`src/pclg_pkg.sv`:
```
// Shared constants, opcodes and the command and status types of the particle cell-list grid.
// Used by the controller, the datapath and the top level; depends on nothing else.
package pclg_pkg;

   localparam int MaxParticles = 1024;
   localparam int IdW          = 10;
   localparam int CellW        = 12;
   localparam int GridCells    = 4096;
   localparam int MaxN         = 16;
   localparam int CntW         = 11;
   localparam int CountLimit   = 2047;

   localparam logic [2:0] OP_CLEAR     = 3'd0;
   localparam logic [2:0] OP_INSERT    = 3'd1;
   localparam logic [2:0] OP_CONTACT   = 3'd2;
   localparam logic [2:0] OP_CLEARANCE = 3'd3;
   localparam logic [2:0] OP_COUNT     = 3'd4;

   localparam logic [1:0] CSR_CELLS     = 2'd0;
   localparam logic [1:0] CSR_WIDTH     = 2'd1;
   localparam logic [1:0] CSR_CONTACT   = 2'd2;
   localparam logic [1:0] CSR_CLEARANCE = 2'd3;

   typedef struct packed {
      logic load;
      logic sweep;
      logic map_init;
      logic map_step;
      logic flat;
      logic ins_wr;
      logic ins_link;
      logic base;
      logic off_init;
      logic visit;
      logic head;
      logic link;
      logic sq_x;
      logic sq_y;
      logic sq_z;
      logic cmp;
      logic off_next;
      logic done;
   } cmd_type;

   typedef struct packed {
      logic [2:0] op;
      logic       sweep_last;
      logic       sweep_full;
      logic       axis_fin;
      logic       axis_last;
      logic       head_ok;
      logic       link_ok;
      logic       dist_hit;
      logic       off_last;
      logic       rsp_busy;
   } sts_type;

endpackage

```
`src/pclg_ctrl.sv`:
```
// Controller state machine of the particle cell-list grid.
// Depends on pclg_pkg; drives the datapath only through cmd_type and reads sts_type.
module pclg_ctrl (
   input  logic              clock,
   input  logic              reset,
   input  logic              req_tvalid,
   output logic              req_tready,
   input  pclg_pkg::sts_type sts,
   output pclg_pkg::cmd_type cmd
);
   import pclg_pkg::*;

   localparam logic [4:0] ST_IDLE     = 5'd0;
   localparam logic [4:0] ST_DISPATCH = 5'd1;
   localparam logic [4:0] ST_SWEEP    = 5'd2;
   localparam logic [4:0] ST_MAP_INIT = 5'd3;
   localparam logic [4:0] ST_MAP_STEP = 5'd4;
   localparam logic [4:0] ST_FLAT     = 5'd5;
   localparam logic [4:0] ST_INS_RD   = 5'd6;
   localparam logic [4:0] ST_INS_WR   = 5'd7;
   localparam logic [4:0] ST_INS_LINK = 5'd8;
   localparam logic [4:0] ST_BASE     = 5'd9;
   localparam logic [4:0] ST_CELL     = 5'd10;
   localparam logic [4:0] ST_HEAD     = 5'd11;
   localparam logic [4:0] ST_NODE_RD  = 5'd12;
   localparam logic [4:0] ST_SQX      = 5'd13;
   localparam logic [4:0] ST_SQY      = 5'd14;
   localparam logic [4:0] ST_SQZ      = 5'd15;
   localparam logic [4:0] ST_CMP      = 5'd16;
   localparam logic [4:0] ST_CNT_LINK = 5'd17;
   localparam logic [4:0] ST_NEXT     = 5'd18;
   localparam logic [4:0] ST_DONE     = 5'd19;

   logic [4:0] state_ff, state_in;

   assign req_tready = (state_ff == ST_IDLE);

   always_comb begin
      state_in = state_ff;
      cmd      = '0;
      case (state_ff)
         ST_IDLE: begin
            if (req_tvalid) begin
               cmd.load = 1'b1;
               state_in = ST_DISPATCH;
            end
         end
         ST_DISPATCH: begin
            case (sts.op)
               OP_CLEAR:                          state_in = ST_SWEEP;
               OP_INSERT, OP_CONTACT, OP_CLEARANCE: state_in = ST_MAP_INIT;
               OP_COUNT:                          state_in = ST_BASE;
               default:                           state_in = ST_DONE;
            endcase
         end
         ST_SWEEP: begin
            cmd.sweep = 1'b1;
            if (sts.sweep_last) state_in = sts.sweep_full ? ST_IDLE : ST_DONE;
         end
         ST_MAP_INIT: begin
            cmd.map_init = 1'b1;
            state_in     = ST_MAP_STEP;
         end
         ST_MAP_STEP: begin
            cmd.map_step = 1'b1;
            if (sts.axis_fin) state_in = sts.axis_last ? ST_FLAT : ST_MAP_INIT;
         end
         ST_FLAT: begin
            cmd.flat     = 1'b1;
            cmd.off_init = 1'b1;
            state_in     = (sts.op == OP_INSERT) ? ST_INS_RD : ST_CELL;
         end
         ST_INS_RD:   state_in = ST_INS_WR;
         ST_INS_WR: begin
            cmd.ins_wr = 1'b1;
            state_in   = ST_INS_LINK;
         end
         ST_INS_LINK: begin
            cmd.ins_link = 1'b1;
            state_in     = ST_DONE;
         end
         ST_BASE: begin
            cmd.base     = 1'b1;
            cmd.off_init = 1'b1;
            state_in     = ST_CELL;
         end
         ST_CELL: begin
            cmd.visit = 1'b1;
            state_in  = ST_HEAD;
         end
         ST_HEAD: begin
            if (sts.head_ok) begin
               cmd.head = 1'b1;
               state_in = ST_NODE_RD;
            end else begin
               state_in = ST_NEXT;
            end
         end
         ST_NODE_RD:  state_in = (sts.op == OP_COUNT) ? ST_CNT_LINK : ST_SQX;
         ST_SQX: begin
            cmd.sq_x = 1'b1;
            state_in = ST_SQY;
         end
         ST_SQY: begin
            cmd.sq_y = 1'b1;
            state_in = ST_SQZ;
         end
         ST_SQZ: begin
            cmd.sq_z = 1'b1;
            state_in = ST_CMP;
         end
         ST_CMP: begin
            if (sts.dist_hit) begin
               cmd.cmp  = 1'b1;
               state_in = ST_DONE;
            end else if (sts.link_ok) begin
               cmd.link = 1'b1;
               state_in = ST_NODE_RD;
            end else begin
               state_in = ST_NEXT;
            end
         end
         ST_CNT_LINK: begin
            if (sts.link_ok) begin
               cmd.link = 1'b1;
               state_in = ST_NODE_RD;
            end else begin
               state_in = ST_NEXT;
            end
         end
         ST_NEXT: begin
            if (sts.off_last) begin
               state_in = ST_DONE;
            end else begin
               cmd.off_next = 1'b1;
               state_in     = ST_CELL;
            end
         end
         ST_DONE: begin
            if (!sts.rsp_busy) begin
               cmd.done = 1'b1;
               state_in = ST_IDLE;
            end
         end
         default: state_in = ST_IDLE;
      endcase
   end

   always_ff @(posedge clock) begin
      if (reset) state_ff <= ST_SWEEP;
      else       state_ff <= state_in;
   end

endmodule

```
`config.mk`:
```
export PLATFORM = sky130hd
export DESIGN_NAME = pclg_ctrl
export DESIGN_NICKNAME = d
export VERILOG_FILES = /design/src/pclg_pkg.sv /design/src/pclg_ctrl.sv
export SDC_FILE = /design/constraint.sdc
export NUM_CORES = 1
export LEC_CHECK = 0
export ABC_AREA = 1
export BUFFER_PORTS_ARGS = -buffer_cell sky130_fd_sc_hd__buf_2
export CAP_MARGIN = 20
export CORE_MARGIN = 2
export CORE_UTILIZATION = 48
export CTS_BUF_LIST = sky130_fd_sc_hd__clkbuf_2 sky130_fd_sc_hd__clkbuf_4 sky130_fd_sc_hd__clkbuf_8
export CTS_CLUSTER_DIAMETER = 200
export DETAILED_ROUTE_END_ITERATION = 10
export HOLD_SLACK_MARGIN = 0.02
export PLACE_DENSITY = 0.81
export SLEW_MARGIN = 0
export SYNTH_ARGS = -nofsm -noshare
export SYNTH_HDL_FRONTEND = slang
export SYNTH_SLANG_ARGS = --single-unit
```
`constraint.sdc`:
```
create_clock -name clock -period 1.7 [get_ports clock]
set_input_delay 0.255 -clock clock [delete_from_list [all_inputs] [get_ports clock]]
set_output_delay 0.255 -clock clock [all_outputs]
set_load 0.03 [all_outputs]
```
==> results.env, run 1 <==
GLOBALROUTEOVERFLOWTOTAL=0
FINAL_LAYOUT_SIZE_SUFFIX_GT1_SHARE_PCT=40.7
CTS_HTREE_LEVELS=1
DETAILEDROUTE.FIRSTPASSITERATIONCOUNT=4
CLOCK_PATH_BUFFERS=2
FINAL.SETUP_SKEW_NS=0.00461
FINAL.SETUP.TNS_NS=0
CTS.REPORTEDPATHS.CLKPINSLEW_NS=0.05
FINAL_COMMON_CELL='sky130_fd_sc_hd__buf_2'
VIAS_IN_THE_FIRST_GLOBAL_ROUTE=945
LARGEST_REGISTER='state_ff'
PLACEMENTROWS=14
WHS_NS=0.231
ANTENNA_VIOLATIONS_BEFORE_REPAIR=0
PORTION_OF_THE_CLOCK_CYCLE_CONSUMED_BY_THE_WORST_PATH_IN_THE_FINAL_LAYOUT_PCT=94.7
GRT.TOTAL_USAGE_PCT=28.2
POSTROUTEWIRELENGTH_UM=2380
SYN_NETS=153
HOLD_BUFFERS=0
OUTCOME='finished clean'
FMAX_MHz=621
CELL_AREA_AFTER_SYNTHESIS_SQ_UM=747
NUMBER_OF_SETUP_VIOLATIONS_IN_THE_FINAL_REPORT=0
GRT_FIRST_PASS_WIRELENGTH_UM=3980
SETUP.WORST_PATH.END_CLASS='primary output'
CHIPHEIGHT_UM=43.5
WORST-ENDPOINT-REQUIRED_NS=1.44
CLOCK_NET_SINK_COUNT=5
TIMING_WORST_SETUP_PATH_TYPE='reg -> out'
TRITONCTS='yes'
NUMBER_OF_TOP_LEVEL_PINS=34
NUM_ANTENNA_CELLS=0
PLACEABLECOREAREA_SQ_UM=1490
DRV_SLEW=0
FIN_TOTAL_PWR_mW=1.42
YS_TYPES=24
TIGHTEST_HOLD_CHECK_TYPE='in -> reg'
ITERATION_0_DRC_MARKERS=48
IR_WORST_VDD_uV=792
CP_DATA_ARRIVAL_TIME_NS=1.36
SYNTHESIS.AREA_PER_INSTANCE_SQ_UM=5.41
GRT_MAX_DEGREE=11
LAYOUT.FILLER_CELLS=134
TIMING.SLEW.HEADROOM_PCT=84.0
DIEAREA_SQ_UM=1890
YS.WARNINGS.COUNT=0
SYN_INST=138
TOP_REGS='state_ff: 5 flops'
CLK_ROOT_BUFFER_CELL='sky130_fd_sc_hd__clkbuf_4'
RSZ0062_AT_GRT='true'
SYNTH_SEQ_AREA_SHARE_PCT=13.4
FINAL_HOLD_VIOL_COUNT=0
ANT_NETS=0
INITIAL_CORE_UTIL_PCT=50.2
ROUTE.DETAILED.VIAS_PER_INST=5.34
FLOW.AREA_GROWTH_FROM_SYNTHESIS_PCT=34.3
FINAL_CELL_MIX='sky130_fd_sc_hd__buf_2, sky130_fd_sc_hd__nor2_1, sky130_fd_sc_hd__nand2_1, sky130_fd_sc_hd__inv_1, sky130_fd_sc_hd__nand3_1'
FINALWEIGHTEDCONGESTION=0.994
DRC=0
YS_FF_LATCH=5
TIMING.CRITICAL_PATH.FANOUT_MAX=6
CTS_BUFFER_COUNT=3
NUMPORTBUFFERS=33
ROUTED_WIRE_LENGTH_PER_INSTANCE_UM=12.3
TIMING.MAX_CAP.VIOLATIONS=0
MULTIINPUTGATEAREA_SQ_UM=567
DESIGN.FINAL.NETS=193
DIE_EXTENT_IN_X_UM=43.5
LARGEST_REG_FLOPS=5
POWER_DENSITY_nW_PER_UM2=1420
SORT_OF_ELEMENT_AT_THE_START_OF_THE_CRITICAL_PATH='flop'
FINISHED_LAYOUT_CELL_AREA_SQ_UM=1000
DETAILEDPLACEMENTHPWL_UM=1870
P_LEAK_nW=0.612
DPL_CELL_AREA_SQ_UM=941
ROUTED-VIA-COUNT=1031
FINAL_PERIOD_MINUS_WORST_SETUP_SLACK_NS=1.61
FINAL-SEQ-AREA_SQ_UM=105
WORST-SLEW-PIN-TRANSITION_NS=0.239
CLK_LATENCY_NS=0.25
## power breakdown
part,total (mW),internal (mW),leakage (nW),switching [mW]
logic,1.03,0.329,0.551,0.699
clock network,0.160,0.105,0.0184,0.0554
registers,0.234,0.165,0.0421,0.0689
## worst max-delay path: stages, from the launching register on
cell and delay, ns:
sky130_fd_sc_hd__dfxtp_2 0.37, sky130_fd_sc_hd__nor2_2 0.17, sky130_fd_sc_hd__nand2_2 0.11, sky130_fd_sc_hd__nor2_2 0.11
sky130_fd_sc_hd__nand2_1 0.05, sky130_fd_sc_hd__nand2_1 0.09, sky130_fd_sc_hd__clkbuf_4 0.19
## routing by layer
| layer | global-route usage, % | vias up | share of wire (%) |
|---|---|---|---|
| li1 | - | 517 | - |
| met1 | 35.6 | 453 | 40 |
| met2 | 46.6 | 55 | 48 |
| met3 | 8.75 | 6 | 11 |
| met4 | 7.27 | 0 | 1.3 |
| met5 | 0 | - | 0 |
## cell usage after synthesis (all sizes together)
| cell | count | share of area [%] |
|---|---|---|
| nor2 | 40 | 26 |
| nand2 | 33 | 19 |
| inv | 23 | 12 |
| nand3 | 14 | 11 |
| dfxtp | 5 | 13 |
| o21ai | 5 | 3.9 |
| a21oi | 4 | 2.7 |
| nand4 | 4 | 3.3 |
| nor3 | 4 | 2.7 |
| a22oi | 1 | 1.0 |
| a31oi | 1 | 0.84 |
| buf | 1 | 0.67 |
| nand3b | 1 | 1.0 |
| nor3b | 1 | 1.0 |
| nor4 | 1 | 0.84 |
## per-stage QoR
step / setup slack [ns] / utilization, % / instances
floorplan: 0.116 / - / 138
global placement: 0.240 / 63.2 / 187
detailed placement: 0.236 / 63.2 / 187
CTS: 0.0179 / 65.8 / 192
global route: -0.0126 / 67.4 / 193
finish: 0.0896 / 67.4 / 193
## logic make-up (layout without fill, tap and decap cells)
kind of cell / Yosys count / after routing / synth area share, %
AO/OA/AOI/OAI: 11 / 11 / 8.38
flip-flops: 5 / 5 / 13.4
buffers and inverters: 24 / 63 / 12.6
AND/OR/NAND/NOR: 98 / 98 / 65.7
## area by class of cell
| cell class | count | area share (%) |
|---|---|---|
| inverter | 23 | 8.85 |
| clock buffer | 4 | 2.99 |
| timing repair buffer | 36 | 19.2 |
| tap | 16 | 2.00 |
| multi-input combinational | 109 | 56.5 |
| sequential | 5 | 10.5 |
## final timing paths
path	from	endpoint	slack, ns	cells past startpoint
setup reg to reg	state_ff[4]	state_ff[1]	0.33	9
setup / recovery	state_ff[0]	cmd[6]	0.09	6
hold / removal	reset	state_ff[3]	0.23	2
hold reg to reg	state_ff[1]	state_ff[1]	0.68	4
## repair_timing
action / in CTS / in global routing
setup endpoints to repair: 2 / 5
endpoints found under the hold margin: 0 / 0
gates resized for setup: 1 / 8
buffers inserted: 1 / 1
pin swaps: 1 / 2
Power figures use the tool's default switching activity.
==> run 2: changes to the inputs <==
==> constraint.sdc (replaced) <==
create_clock -name clock -period 1.7 [get_ports clock]
set_input_delay 0.34 -clock clock [delete_from_list [all_inputs] [get_ports clock]]
set_output_delay 0.34 -clock clock [all_outputs]
set_load 0.03 [all_outputs]
==> run 2 against run 1 <==
  * Die area unchanged
  * Sequential share of layout area decreased by 0.68 points
  * Global-route usage decreased by 0.30 points
  * Sequential power increased by 8%
  * Critical path type unchanged
  * Highest routed layer unchanged
==> results.env, run 2 (synthesis gave the netlist of run 1 again) <==
FF_TO_FF_SETUP_SLACK_NS=0.27
DESTINATION_OF_THE_WORST_HOLD_PATH='state_ff[0]'
TRITONCTS='yes'
FINAL.SETUP_SKEW_NS=0.00103
GRT_MAX_DEGREE=9
FINAL_LAYOUT_SIZE_SUFFIX_GT1_SHARE_PCT=44.6
CRITPATHSLOWESTCELL='sky130_fd_sc_hd__dfxtp_2'
TIMING.SLEW.HEADROOM_PCT=76.3
CHIPHEIGHT_UM=43.5
NUMPORTBUFFERS=33
WORST-ENDPOINT-REQUIRED_NS=1.36
PLACEABLECOREAREA_SQ_UM=1490
DETAILEDROUTE.FIRSTPASSITERATIONCOUNT=4
MIN_FROM='reset'
POWER_DENSITY_nW_PER_UM2=1420
FINAL_HOLD_VIOL_COUNT=0
DPL.CELL_COUNT=187
GRT.TOTAL_USAGE_PCT=27.9
ANT_NETS=0
FINAL.SETUP.TNS_NS=0
RSZ0062_AT_GRT='true'
NUM_ANTENNA_CELLS=0
TIMING.CRITICAL_PATH.SLOWEST_CELL_DELAY_NS=0.37
HOLD_BUFFERS=0
FINALWEIGHTEDCONGESTION=0.931
INITIAL_CORE_UTIL_PCT=50.2
IR_WORST_VDD_uV=1120
REG2REG_TO='state_ff[1]'
CLK_ROOT_BUFFER_CELL='sky130_fd_sc_hd__clkbuf_4'
OUTCOME='finished clean'
FLOW.AREA_GROWTH_FROM_SYNTHESIS_PCT=45.4
R2R_WORST_PATH_DEPTH=10
DRC=0
WORST-SLEW-PIN-TRANSITION_NS=0.353
CLK_LATENCY_NS=0.24
VIAS_IN_THE_FIRST_GLOBAL_ROUTE=953
TIMING.CRITICAL_PATH.BUF_INV=2
ANTENNA_VIOLATIONS_BEFORE_REPAIR=0
SORT_OF_ELEMENT_AT_THE_START_OF_THE_CRITICAL_PATH='flop'
CLOCK_PATH_BUFFERS=2
SETUP.WORST_PATH.END_CLASS='primary output'
WORST_HOLD_PATH.NUM_CELLS=2
FINAL_PERIOD_MINUS_WORST_SETUP_SLACK_NS=1.68
TIMING_WORST_SETUP_PATH_TYPE='reg -> out'
FINAL_CELL_MIX='sky130_fd_sc_hd__nor2_1, sky130_fd_sc_hd__nand2_1, sky130_fd_sc_hd__buf_2, sky130_fd_sc_hd__inv_1, sky130_fd_sc_hd__buf_4'
PLACEMENTROWS=14
NUMBER_OF_TOP_LEVEL_PINS=34
DIE_EXTENT_IN_X_UM=43.5
ROUTE.DETAILED.VIAS_PER_INST=5.48
FMAX_MHz=594
TIGHTEST_HOLD_CHECK_TYPE='in -> reg'
WORST_PATH_DOMINANT_CELL_FAMILY='buffers and inverters'
FINISHED_LAYOUT_CELL_AREA_SQ_UM=1090
TOP_REGS='state_ff: 5 flops'
CTS.REPORTEDPATHS.CLKPINSLEW_NS=0.04
FINAL_COMMON_CELL='sky130_fd_sc_hd__nor2_1'
NUMBER_OF_SETUP_VIOLATIONS_IN_THE_FINAL_REPORT=0
LARGEST_REGISTER='state_ff'
FINALNONFILLERCELLS=200
TIMING.MAX_CAP.VIOLATIONS=0
PORTION_OF_THE_CLOCK_CYCLE_CONSUMED_BY_THE_WORST_PATH_IN_THE_FINAL_LAYOUT_PCT=99.0
DPL_CELL_AREA_SQ_UM=941
DIEAREA_SQ_UM=1890
POSTROUTEWIRELENGTH_UM=2590
LARGEST_REG_FLOPS=5
ROUTED_WIRE_LENGTH_PER_INSTANCE_UM=13.0
CLOCK_NET_SINK_COUNT=5
STARTPOINT_OF_THE_LOWEST_SLACK_REGISTER_TO_REGISTER_PATH='state_ff[4]'
CP_DATA_ARRIVAL_TIME_NS=1.34
ROUTED-VIA-COUNT=1096
CTS_BUFFER_COUNT=3
GRT_FIRST_PASS_WIRELENGTH_UM=4050
CP_CELL_SEQUENCE='inv_4 -> nand3_2 -> nor2_1 -> buf_2'
CTS_HTREE_LEVELS=1
DESIGN.FINAL.NETS=200
ITERATION_0_DRC_MARKERS=34
TIMING.CRITICAL_PATH.FANOUT_MAX=8
DETAILEDPLACEMENTHPWL_UM=1930
DRV_SLEW=0
P_LEAK_nW=0.645
GLOBALROUTEOVERFLOWTOTAL=0
run 2: changes by cell type in the layout (fill, tap and decap cells not counted):
cell	before	now
sky130_fd_sc_hd__buf_2	31	26
sky130_fd_sc_hd__buf_4	3	13
sky130_fd_sc_hd__buf_6	0	1
sky130_fd_sc_hd__clkbuf_4	6	7
sky130_fd_sc_hd__dfxtp_1	1	0
sky130_fd_sc_hd__dfxtp_2	4	5
sky130_fd_sc_hd__nand2_1	27	26
sky130_fd_sc_hd__nand2_2	5	6
sky130_fd_sc_hd__nand3_1	11	10
sky130_fd_sc_hd__nand3_2	3	4
sky130_fd_sc_hd__nor2_2	6	5
sky130_fd_sc_hd__nor2_4	5	6
run 2: report_power, final:
group / switching (mW) / total (mW) / internal, mW
clock: 0.0486 / 0.153 / 0.105
sequential: 0.0861 / 0.253 / 0.167
combinational: 0.723 / 1.14 / 0.412
total: 0.858 / 1.54 / 0.684
run 2: how the worst max path moves through the flow:
stage	endpoint	depth (start not counted)	startpoint	slack [ns]
2_1_floorplan	cmd[17]	3	state_ff[2]	0.07
3_3_place_gp	cmd[6]	5	state_ff[0]	0.23
3_5_place_dp	cmd[1]	5	state_ff[1]	0.20
4_1_cts	cmd[7]	5	state_ff[3]	0.004
5_1_grt	cmd[7]	6	state_ff[4]	-0.03
6_report	cmd[11]	4	state_ff[4]	0.02
run 2: cell type report:
type,instances,area [sq um]
fillers,126,403
well taps,16,20.0
flip-flops and latches,5,106
multi-input cells,109,579
repair buffers,43,262
clock buffers,4,30.0
inverters,23,88.8
run 2: routing by layer:
metal / vias up / wire [um] / GRT usage (%) / part of all wire (%)
li1: 529 / - / - / -
met1: 490 / 976 / 32.9 / 38
met2: 63 / 1300 / 49.3 / 50
met3: 14 / 231 / 9.17 / 8.9
met4: 0 / 88 / 5.45 / 3.4
met5: - / 0 / 0 / 0
run 2: what timing repair did:
| action | 4_1_cts | 5_1_grt |
|---|---|---|
| setup buffers | 4 | 5 |
| gates resized for setup | 5 | 16 |
| setup endpoints to repair | 10 | 16 |
| gates cloned | 0 | 0 |
| pin swaps | 1 | 4 |
run 2: worst register-to-register path, stage by stage (launching register included):
cell and delay, ns:
sky130_fd_sc_hd__dfxtp_2 0.42, sky130_fd_sc_hd__inv_4 0.09, sky130_fd_sc_hd__nand3_2 0.16, sky130_fd_sc_hd__nor2_4 0.07, sky130_fd_sc_hd__buf_4 0.14, sky130_fd_sc_hd__nand2_2 0.06, sky130_fd_sc_hd__o21ai_2 0.07, sky130_fd_sc_hd__nor2_4 0.13
sky130_fd_sc_hd__nor2_1 0.05, sky130_fd_sc_hd__nor2_1 0.08, sky130_fd_sc_hd__nand2_1 0.05
run 2: metrics by stage:
stage	hold slack (ns)	total power [mW]	utilization, %	worst slack, ns
floorplan	0.409	0.960	-	0.0688
CTS	0.303	1.41	67.8	0.00438
global placement	0.568	1.17	63.2	0.230
finish	0.322	1.54	72.9	0.0171
detailed placement	0.567	1.18	63.2	0.196
global route	0.322	1.66	72.9	-0.0301
